--- src/sv/bdsl_pkg.sv ---
`timescale 1ns / 1ps
`default_nettype none

package bdsl_pkg;

	localparam int BTN_FIELD_W = 5;
	localparam int QUERY_W     = 3;
	localparam int CFG_IDX_W   = 2;
	localparam int CFG_DATA_W  = 16;
	localparam int HELD_W      = 16;

	typedef enum logic [CFG_IDX_W-1:0] {
		REG_DEBOUNCE   = 2'd0,
		REG_LONG_PRESS = 2'd1,
		REG_ENABLE     = 2'd2
	} cfg_reg_t;

	localparam logic [CFG_DATA_W-1:0]  DEBOUNCE_RST   = 16'd30;
	localparam logic [CFG_DATA_W-1:0]  LONG_PRESS_RST = 16'd1000;
	localparam logic [BTN_FIELD_W-1:0] ENABLE_RST     = 5'h1F;

	typedef struct packed {
		logic [BTN_FIELD_W-1:0] raw_pressed;
		logic [BTN_FIELD_W-1:0] consume_short;
		logic [BTN_FIELD_W-1:0] consume_long;
		logic [QUERY_W-1:0]     query_button;
	} in_item_t;

	typedef struct packed {
		logic [BTN_FIELD_W-1:0] down_mask;
		logic [BTN_FIELD_W-1:0] short_pending;
		logic [BTN_FIELD_W-1:0] long_pending;
		logic [HELD_W-1:0]      held_time;
	} out_item_t;

	typedef struct packed {
		logic down;
		logic short_p;
		logic long_p;
	} lane_stat_t;

endpackage

`default_nettype wire

--- src/sv/bdsl_lane.sv ---
`timescale 1ns / 1ps
`default_nettype none

module bdsl_lane
	import bdsl_pkg::*;
#(
	parameter int TIMER_BITS = 16
) (
	input  wire logic                  clk,
	input  wire logic                  arst_n,
	input  wire logic                  tick,
	input  wire logic                  take,
	input  wire logic                  raw,
	input  wire logic                  consume_short,
	input  wire logic                  consume_long,
	input  wire logic [CFG_DATA_W-1:0] debounce_ticks,
	input  wire logic [CFG_DATA_W-1:0] long_press_ticks,
	output lane_stat_t                 stat,
	output logic      [TIMER_BITS-1:0] hold
);

	localparam int CW = (TIMER_BITS > CFG_DATA_W) ? TIMER_BITS : CFG_DATA_W;

	logic                  raw_seen_q, stable_q, long_done_q, short_q, long_q;
	logic [TIMER_BITS-1:0] since_q, hold_q;

	logic                  raw_n, stable_n, long_done_n, short_n, long_n;
	logic [TIMER_BITS-1:0] since_n, hold_n;

	always_comb begin
		raw_n       = raw_seen_q;
		stable_n    = stable_q;
		long_done_n = long_done_q;
		short_n     = short_q;
		long_n      = long_q;
		since_n     = (since_q == '1) ? since_q : since_q + TIMER_BITS'(1);
		hold_n      = hold_q;
		if (stable_q && hold_q != '1) begin
			hold_n = hold_q + TIMER_BITS'(1);
		end
		if (raw != raw_seen_q) begin
			raw_n   = raw;
			since_n = '0;
		end
		if (CW'(since_n) >= CW'(debounce_ticks)) begin
			if (raw_n != stable_q) begin
				stable_n = raw_n;
				if (raw_n) begin
					hold_n      = '0;
					long_done_n = 1'b0;
				end else if (!long_done_q && CW'(hold_n) < CW'(long_press_ticks)) begin
					short_n = 1'b1;
				end
			end
			if (stable_n && !long_done_n && CW'(hold_n) >= CW'(long_press_ticks)) begin
				long_n      = 1'b1;
				long_done_n = 1'b1;
			end
		end
	end

	always_ff @(posedge clk or negedge arst_n) begin
		if (!arst_n) begin
			raw_seen_q  <= 1'b0;
			stable_q    <= 1'b0;
			long_done_q <= 1'b0;
			short_q     <= 1'b0;
			long_q      <= 1'b0;
			since_q     <= '0;
			hold_q      <= '0;
		end else begin
			if (tick) begin
				raw_seen_q  <= raw_n;
				stable_q    <= stable_n;
				long_done_q <= long_done_n;
				since_q     <= since_n;
				hold_q      <= hold_n;
			end
			if (take) begin
				short_q <= stat.short_p & ~consume_short;
				long_q  <= stat.long_p & ~consume_long;
			end
		end
	end

	assign stat.down    = tick ? stable_n : stable_q;
	assign stat.short_p = tick ? short_n : short_q;
	assign stat.long_p  = tick ? long_n : long_q;
	assign hold         = tick ? hold_n : hold_q;

endmodule

`default_nettype wire

--- src/sv/bdsl_merge.sv ---
`timescale 1ns / 1ps
`default_nettype none

module bdsl_merge
	import bdsl_pkg::*;
#(
	parameter int NUM_BUTTONS = 5,
	parameter int TIMER_BITS  = 16
) (
	input  lane_stat_t                   stat [NUM_BUTTONS],
	input  wire logic [TIMER_BITS-1:0]   hold [NUM_BUTTONS],
	input  wire logic [NUM_BUTTONS-1:0]  en,
	input  wire logic [QUERY_W-1:0]      query,
	output out_item_t                    item
);

	localparam int NV = (NUM_BUTTONS < BTN_FIELD_W) ? NUM_BUTTONS : BTN_FIELD_W;
	localparam int CW = (TIMER_BITS > HELD_W) ? TIMER_BITS : HELD_W;

	logic [TIMER_BITS-1:0] sel;
	logic [CW-1:0]         sel_w;

	always_comb begin
		sel                = '0;
		item.down_mask     = '0;
		item.short_pending = '0;
		item.long_pending  = '0;
		for (int b = 0; b < NV; b++) begin
			item.down_mask[b]     = en[b] & stat[b].down;
			item.short_pending[b] = stat[b].short_p;
			item.long_pending[b]  = stat[b].long_p;
		end
		for (int b = 0; b < NUM_BUTTONS; b++) begin
			if (int'(query) == b && en[b] && stat[b].down) begin
				sel = hold[b];
			end
		end
		sel_w          = CW'(sel);
		item.held_time = (sel_w > CW'({HELD_W{1'b1}})) ? {HELD_W{1'b1}} : sel_w[HELD_W-1:0];
	end

endmodule

`default_nettype wire

--- src/sv/button_debounce_short_long_press_core.sv ---
// Debounced button bank with short and long press detection.
// Input channel (in_valid / in_stall / in_item): one request per millisecond
// tick with the raw pressed levels, the short and long consume masks and the
// index of the button whose hold time is wanted.
// Output channel (out_valid / out_stall / out_item): one result per request
// with the debounced down mask, the pending flags before consuming and the
// held time of the queried button.
// Config channel (cfg_valid / cfg_ready / cfg_index / cfg_data): index 0
// debounce ticks, 1 long press ticks, 2 enable mask; other indexes are
// dropped. cfg_ready is always high; write only while the block is idle.
// One lane per button updates its counters in the accept cycle if enabled;
// the result is registered in out_q, or in skid_q if out_q is full and
// not popped. Throughput is one request per cycle while in_stall is low.
// A two-entry output buffer holds results while out_stall is high; the
// block takes one more request and then raises in_stall until a slot frees.
// Reset: all buttons released, flags and counters clear, registers at
// 30 / 1000 / all enabled, output buffer empty.
`timescale 1ns / 1ps
`default_nettype none

module button_debounce_short_long_press_core
	import bdsl_pkg::*;
#(
	parameter int NUM_BUTTONS = 5,
	parameter int TIMER_BITS  = 16
) (
	input  wire logic                  clk,
	input  wire logic                  arst_n,
	input  wire logic                  in_valid,
	output logic                       in_stall,
	input  in_item_t                   in_item,
	output logic                       out_valid,
	input  wire logic                  out_stall,
	output out_item_t                  out_item,
	input  wire logic                  cfg_valid,
	output logic                       cfg_ready,
	input  wire logic [CFG_IDX_W-1:0]  cfg_index,
	input  wire logic [CFG_DATA_W-1:0] cfg_data
);

	localparam int NV = (NUM_BUTTONS < BTN_FIELD_W) ? NUM_BUTTONS : BTN_FIELD_W;

	logic [CFG_DATA_W-1:0]  debounce_q, long_press_q;
	logic [BTN_FIELD_W-1:0] enable_q;
	logic [NUM_BUTTONS-1:0] en;
	logic                   acc, pop;

	lane_stat_t            stat [NUM_BUTTONS];
	logic [TIMER_BITS-1:0] hold [NUM_BUTTONS];
	out_item_t             result;

	out_item_t out_q, skid_q;
	logic      out_valid_q, skid_valid_q;

	assign cfg_ready = 1'b1;
	assign acc       = in_valid && !in_stall;
	assign pop       = out_valid_q && !out_stall;
	assign in_stall  = skid_valid_q;
	assign out_valid = out_valid_q;
	assign out_item  = out_q;

	always_ff @(posedge clk or negedge arst_n) begin
		if (!arst_n) begin
			debounce_q   <= DEBOUNCE_RST;
			long_press_q <= LONG_PRESS_RST;
			enable_q     <= ENABLE_RST;
		end else if (cfg_valid && cfg_ready) begin
			unique case (cfg_index)
				REG_DEBOUNCE:   debounce_q   <= cfg_data;
				REG_LONG_PRESS: long_press_q <= cfg_data;
				REG_ENABLE:     enable_q     <= cfg_data[BTN_FIELD_W-1:0];
				default: ;
			endcase
		end
	end

	always_comb begin
		en = '0;
		for (int b = 0; b < NV; b++) begin
			en[b] = enable_q[b];
		end
	end

	for (genvar b = 0; b < NUM_BUTTONS; b++) begin : g_lane
		logic raw_b, cs_b, cl_b;
		if (b < BTN_FIELD_W) begin : g_wired
			assign raw_b = in_item.raw_pressed[b];
			assign cs_b  = in_item.consume_short[b];
			assign cl_b  = in_item.consume_long[b];
		end else begin : g_unwired
			assign raw_b = 1'b0;
			assign cs_b  = 1'b0;
			assign cl_b  = 1'b0;
		end

		bdsl_lane #(
			.TIMER_BITS(TIMER_BITS)
		) u_lane (
			.clk             (clk),
			.arst_n          (arst_n),
			.tick            (acc && en[b]),
			.take            (acc),
			.raw             (raw_b),
			.consume_short   (cs_b),
			.consume_long    (cl_b),
			.debounce_ticks  (debounce_q),
			.long_press_ticks(long_press_q),
			.stat            (stat[b]),
			.hold            (hold[b])
		);
	end

	bdsl_merge #(
		.NUM_BUTTONS(NUM_BUTTONS),
		.TIMER_BITS (TIMER_BITS)
	) u_merge (
		.stat (stat),
		.hold (hold),
		.en   (en),
		.query(in_item.query_button),
		.item (result)
	);

	always_ff @(posedge clk or negedge arst_n) begin
		if (!arst_n) begin
			out_valid_q  <= 1'b0;
			skid_valid_q <= 1'b0;
		end else if (skid_valid_q) begin
			if (pop) begin
				skid_valid_q <= 1'b0;
			end
		end else if (acc) begin
			if (!out_valid_q || pop) begin
				out_valid_q <= 1'b1;
			end else begin
				skid_valid_q <= 1'b1;
			end
		end else if (pop) begin
			out_valid_q <= 1'b0;
		end
	end

	always_ff @(posedge clk) begin
		if (skid_valid_q) begin
			if (pop) begin
				out_q <= skid_q;
			end
		end else if (acc) begin
			if (!out_valid_q || pop) begin
				out_q <= result;
			end else begin
				skid_q <= result;
			end
		end
	end

endmodule

`default_nettype wire
--- config.mk ---
export PLATFORM = sky130hd
export DESIGN_NAME = button_debounce_short_long_press_core
export DESIGN_NICKNAME = d
export VERILOG_FILES = /design/src/sv/bdsl_pkg.sv /design/src/sv/bdsl_lane.sv /design/src/sv/bdsl_merge.sv /design/src/sv/button_debounce_short_long_press_core.sv
export SDC_FILE = /design/constraint.sdc
export NUM_CORES = 1
export LEC_CHECK = 0
export CAP_MARGIN = 20
export CORE_ASPECT_RATIO = 2
export CORE_MARGIN = 2
export CORE_UTILIZATION = 50
export DETAILED_ROUTE_END_ITERATION = 16
export DONT_BUFFER_PORTS = 1
export PLACE_DENSITY = 0.67
export SLEW_MARGIN = 30
export SYNTH_ARGS = -nofsm -noshare
export SYNTH_HDL_FRONTEND = slang
export SYNTH_SLANG_ARGS = --single-unit
--- constraint.sdc ---
create_clock -name clk -period 6.7 [get_ports clk]
set_input_delay 0.67 -clock clk [delete_from_list [all_inputs] [get_ports clk]]
set_output_delay 0.67 -clock clk [all_outputs]
set_load 0.01 [all_outputs]
; Yosys cells after proc, flatten, opt, wreduce, memory -nomap -nowiden
; Cells that the tools add are included.
[op_classes]
n_addsub = 10
mul = 0
div_mod_pow = 0
magnitude_cmp = 16
n_eq_ne = 28
shifts = 0
n_mux = 142
bitwise_logic = 27
n_reduce_logical = 67
[op_table]
columns = op, n
row1 = 2-to-1 mux 16 bit, 46
row2 = "adder 16 x 1 -> 16 bit, second input constant", 10
row3 = greater-or-equal comparator 16 bit, 10
row4 = 2-to-1 mux 31 bit, 4
row5 = 2-to-1 mux 1 bit, 92
row6 = "== test 16 bit, second input constant", 5
row7 = less-than comparator 16 bit, 5
row8 = "!= test 16 bit, second input constant", 5
row9 = logical AND 1 bit, 37
row10 = "greater-than comparator 16 bit, second input constant", 1
row11 = AND reduction 2 bit, 8
row12 = AND 1 bit, 15
row13 = zero test 1 bit, 13
row14 = inverter 1 bit, 12
row15 = != test 1 bit, 10
row16 = "== test 3 bit, second input constant", 3
row17 = AND reduction 3 bit, 3
row18 = nonzero test 2 bit, 3
row19 = "== test 3 x 2 -> 1 bit, second input constant", 1
row20 = zero test 3 bit, 1
row21 = "== test 2 x 1 -> 1 bit, second input constant", 1
row22 = "== test 2 bit, second input constant", 1
row23 = zero test 2 bit, 1
row24 = "!= test 2 x 1 -> 1 bit, second input constant", 1
row25 = 2 further kinds, 2
[word_totals]
regBits = 286
latch_bits = 0
ram_bits = 0
mem_bits_ro = 0
mem_count = 0

; Depth between registers and ports, before layout
[depth]
ltp_word = 18
mapped_depth = 21

; By module
; From an unflattened synthesis, not the netlist that was laid out.
[unflattened]
hier_cells = 2640
area_unflattened_um2 = 23620.2
[by_module_without_submodules]
columns = mod, n_inst, cells_per_inst, area_each_um2
row1 = bdsl_lane at g_lane[1].u_lane ..., 2, 470, 3837.4
row2 = bdsl_lane at g_lane[0].u_lane, 1, 462, 3851.2
row3 = bdsl_lane at g_lane[2].u_lane, 1, 459, 3827.4
row4 = button_debounce_short_long_press_core, 1, 195, 3791.1
row5 = bdsl_lane at g_lane[4].u_lane, 1, 483, 3786.1
row6 = bdsl_merge, 1, 101, 689.4

; Worst setup path after synthesis
; No wires, ideal clock.
[synth_path]
path_kind = register to register
startpoint = register g_lane[1].u_lane.since_q[4]
endpoint = register out_q (netlist bit out_item[11]) (data pin)
arrival_time_ns = 4.518
required_ns = 6.440
slack_ns = 1.922
path_stages_with_launch = 19
n_path_buf = 1
period_less_slack_ns = 4.778
path_cell_list = dfrtp_1 and4_1 and3_1 nand3_1 nor4_1 nor2_1 nand2_1 xor2_1 nor2_1 ha_1 nand4_1 or4_4 a311oi_4 buf_6 nor3b_1 a221o_1 a22oi_1 a31oi_1 mux2_2
[synth_rtl]
columns = item, line
row1 = start: declaration, bdsl_lane.sv:25  ; logic [TIMER_BITS-1:0] since_q, hold_q;
row2 = start signal: assignment, bdsl_lane.sv:76  ; since_q <= since_n;
row3 = end signal: assignment, button_debounce_short_long_press_core.sv:146  ; out_q <= skid_q;
row4 = end signal: assignment, button_debounce_short_long_press_core.sv:150  ; out_q <= result;
row5 = end: declaration, button_debounce_short_long_press_core.sv:52  ; out_item_t out_q, skid_q;

==> flow_summary_export.csv <==
group,metric,value,unit
cells_and_area,fin_util,54.39,%
global_route,grt_max_degree,225,
clock_network,cts_tree,"done",
power,fin_total_pwr,6.301,mW
routing,wl_per_cell,24.06,um
setup_path,crit_top_cell,"nor2_1",
global_route,grt_overflow,0,
setup_path,slowest_stage,"nor3_1",
placed_design,io_buffers,0,
run_status,status,"completed",
setup_path,cp.arrival,6340,ps
sta,rsz0062_at_grt,"false",
clock_network,post_cts_buffers,0,
setup_path,worstSetupPathType,"reg2reg",
die,rows,108,
sta,fin_tns_setup,0,ps
sta,slew_headroom,36.52,%
hold_path,hp-class,"in2async",
synthesis,seq_area_frac_synth,34.03,%
routing,vias,18890,
sta,finClkSkew,42.75,ps
sta,hold_violations,0,
synthesis,async_reset_ff_share,78.32,%
synthesis,netlist_instances,2441,
die,ios,75,
clock_network,clk_path_buf_depth,3,
routing,drc,0,
placed_design,routabilityCongestion,0.9740,
cells_and_area,syn_to_final_growth,7.258,%
die,die_w,152.3,um
clock_network,clk-insertion-delay-late,610,ps
cells_and_area,layoutNonFillerInstCount,2986,
clock_network,clk_root_buffer_cell,"clkbuf_16",
cells_and_area,ff_latch_area,7486,um2
setup_path,path_max_fanout,15,
synthesis,syn_area_per_cell,9.012,um2
setup_path,crit_buf_inv,0,
power,peakVddDrop,284.9,uV
cells_and_area,fin_nets,2719,
clock_network,path_clk_slew,70,ps
power,p_per_area,267.1,nW/um2
sta,worstMarginPinSlew,951.2,ps
synthesis,syn_nets,2747,
setup_path,cp.required,7180,ps
clock_network,htreeDepth,1,
routing,drt-total-wl,71.83,mm
cells_and_area,final_common_cell,"nand2_1",
cells_and_area,multi_input_area,13760,um2
synthesis,ys_types,95,
run,drv_cap,0,
sta,max_clock_freq,170.6,MHz
synthesis,ys.flop_type,"dfrtp_1",
die,die_area,45790,um2
placed_design,pre_cts_ws,1075,ps
routing,ant_nets,0,
cells_and_area,fillers,3936,
setup_path,slowest_delay,740,ps
global_route,antenna_found_initial,0,
power,p_leak,10.93,nW
setup_path,timing.rr.end,"out_item[4]$_DFFE_PP_",
sta,setup_viol,0,
routing,drt_iter0_markers,1038,
synthesis,synth_edf_count,62,
setup_path,r2r_cells,17,
sta,period_minus_slack,5861,ps
setup_path,regToRegStartpoint,"g_lane[3].u_lane.since_q[3]$_DFFE_PN0P_",
sta,period_share,87.48,%
setup_path,critPathLaunchType,"register",
die,start_util,50.71,%
synthesis,ys_ff_latch,286,
cells_and_area,final_layout_size_suffix_gt1_share,7.800,%
global_route,grt_pass1_vias,18950,
setup_path,path_cells,"and4_1 > nand4_1 > nor3_1 > nor2_1 > nand3_1 > xor2_1 > nor2_1 > ha_1 > a2111oi_0 > nor3_1 > a211oi_2 > nor2_1 > o31ai_4 > and2_0 > nor2_1 > a311oi_1 > mux2_2",
die,placeableCoreArea,43380,um2
setup_path,endpoint_kind,"register",
clock_network,cts_buffers,29,
clock_network,cts.sinks,286,
sta,slew_viol_final,0,
placed_design,place_hpwl,55.53,mm
cells_and_area,mostFrequentLayoutCells,"nand2_1, ha_1, dfrtp_1",
synthesis,syn_area,22000,um2
synthesis,yosys_warnings,0,
die,die_y,300.6,um
routing,drt-pass1-iter-count,5,
global_route,grt_usage,31.04,%
sta,fin_ws,838.6,ps
global_route,grt_pass1_wl,109.6,mm
placed_design,dp.cells,2930,
cells_and_area,antennaDiodeCount,0,
setup_path,r2r_setup_slack,840,ps
setup_path,crit_family,"simple AND/OR/NAND/NOR gates",
routing,vias_per_cell,6.325,
[cell type report]
cell class / count / share of cell area (%)
clock inverters: 23 / 1.071
inverters: 116 / 1.845
multi-input cells: 1955 / 58.30
flip-flops and latches: 286 / 31.73
repair buffers: 25 / 1.029
well taps: 550 / 2.917
clock buffers: 31 / 3.108
[how the worst max path moves through the flow]
stage                                                        from  cells after the start                      to  slack (ps)
after floorplan           g_lane[1].u_lane.since_q[4]$_DFFE_PN0P_                     18  out_item[11]$_DFFE_PP_        1920
after global placement    g_lane[3].u_lane.since_q[3]$_DFFE_PN0P_                     17   out_item[9]$_DFFE_PP_        1250
after detailed placement  g_lane[3].u_lane.since_q[3]$_DFFE_PN0P_                     17   out_item[9]$_DFFE_PP_        1070
after CTS                 g_lane[3].u_lane.since_q[3]$_DFFE_PN0P_                     17   out_item[9]$_DFFE_PP_        1020
after global routing      g_lane[3].u_lane.since_q[3]$_DFFE_PN0P_                     17   out_item[9]$_DFFE_PP_         420
final                     g_lane[3].u_lane.since_q[3]$_DFFE_PN0P_                     17   out_item[4]$_DFFE_PP_         840
[per-stage QoR]
step | hold slack (ps) | area [um2]
5_1_grt | 45.26 | 23590
3_3_place_gp | 381.9 | 22510
3_5_place_dp | 382.0 | 22550
4_1_cts | 102.5 | 23560
6_report | 27.54 | 23590
2_1_floorplan | 374.4 | 22000
[kinds of logic after synthesis]
logic type      after synthesis  synth area share, %
simple gates                881                19.39
compound gates              605                18.99
flops                       286                34.03
fa+ha+maj                   265                15.07
buf+inv                     200                3.595
xor+xnor                    121                4.818
mux                          82                4.090
other cells                   1              0.01705
[where the power goes]
| part | internal, mW | switching, mW |
|---|---|---|
| logic | 0.763 | 1.44 |
| clock network | 0.957 | 0.772 |
| registers | 2.10 | 0.270 |
| total | 3.82 | 2.48 |
[per-layer routing]
| metal | routed length [um] | up-vias | track usage (%) |
|---|---|---|---|
| met4 | 6029 | 0 | 21.14 |
| li1 | - | 8865 | - |
| met1 | 25190 | 9205 | 31.96 |
| met5 | 0 | - | 0 |
| met2 | 37360 | 592 | 58.32 |
| met3 | 3251 | 223 | 3.627 |
[synth_stat cells (all sizes together) (11+ instances only)]
master,count,area share (%)
a211oi,26,0.91
a21boi,12,0.41
a21o,96,3.3
a21oi,107,2.5
a22o,13,0.52
a22oi,13,0.44
a31oi,13,0.37
and2,47,1.3
and3,21,0.60
and4,15,0.60
buf,26,0.63
clkbuf,58,0.99
dfrtp,209,24
dfstp,15,1.8
edfxtp,62,8.5
ha,265,15
inv,114,1.9
mux2,63,3.2
mux2i,19,0.86
nand2,271,4.6
nand2b,28,0.80
nand3,75,1.7
nand4,62,1.8
nor2,210,3.6
nor2b,32,0.91
nor3,54,1.2
nor4,11,0.34
o21a,12,0.41
o21ai,133,3.1
o31ai,84,3.0
or3,12,0.34
xnor2,70,2.8
xor2,51,2.0
[flip-flops by register name, summed over array words and instances, names as in the netlist]
signal	count
long_press_q	16
debounce_q	16
g_lane.u_lane.short_q	5
g_lane.u_lane.raw_seen_q	5
g_lane.u_lane.since_q	80
in_stall	1
g_lane.u_lane.stable_q	5
out_item	31
g_lane.u_lane.long_q	5
en	5
out_valid	1
g_lane.u_lane.hold_q	80
skid_q	31
g_lane.u_lane.long_done_q	5
[what timing repair did]
action	CTS	global route
gates resized for setup	0	0
hold buffers	1	0
endpoints found under the hold margin	224	0
setup endpoints to repair	0	0
Power figures use the tool's default switching activity.
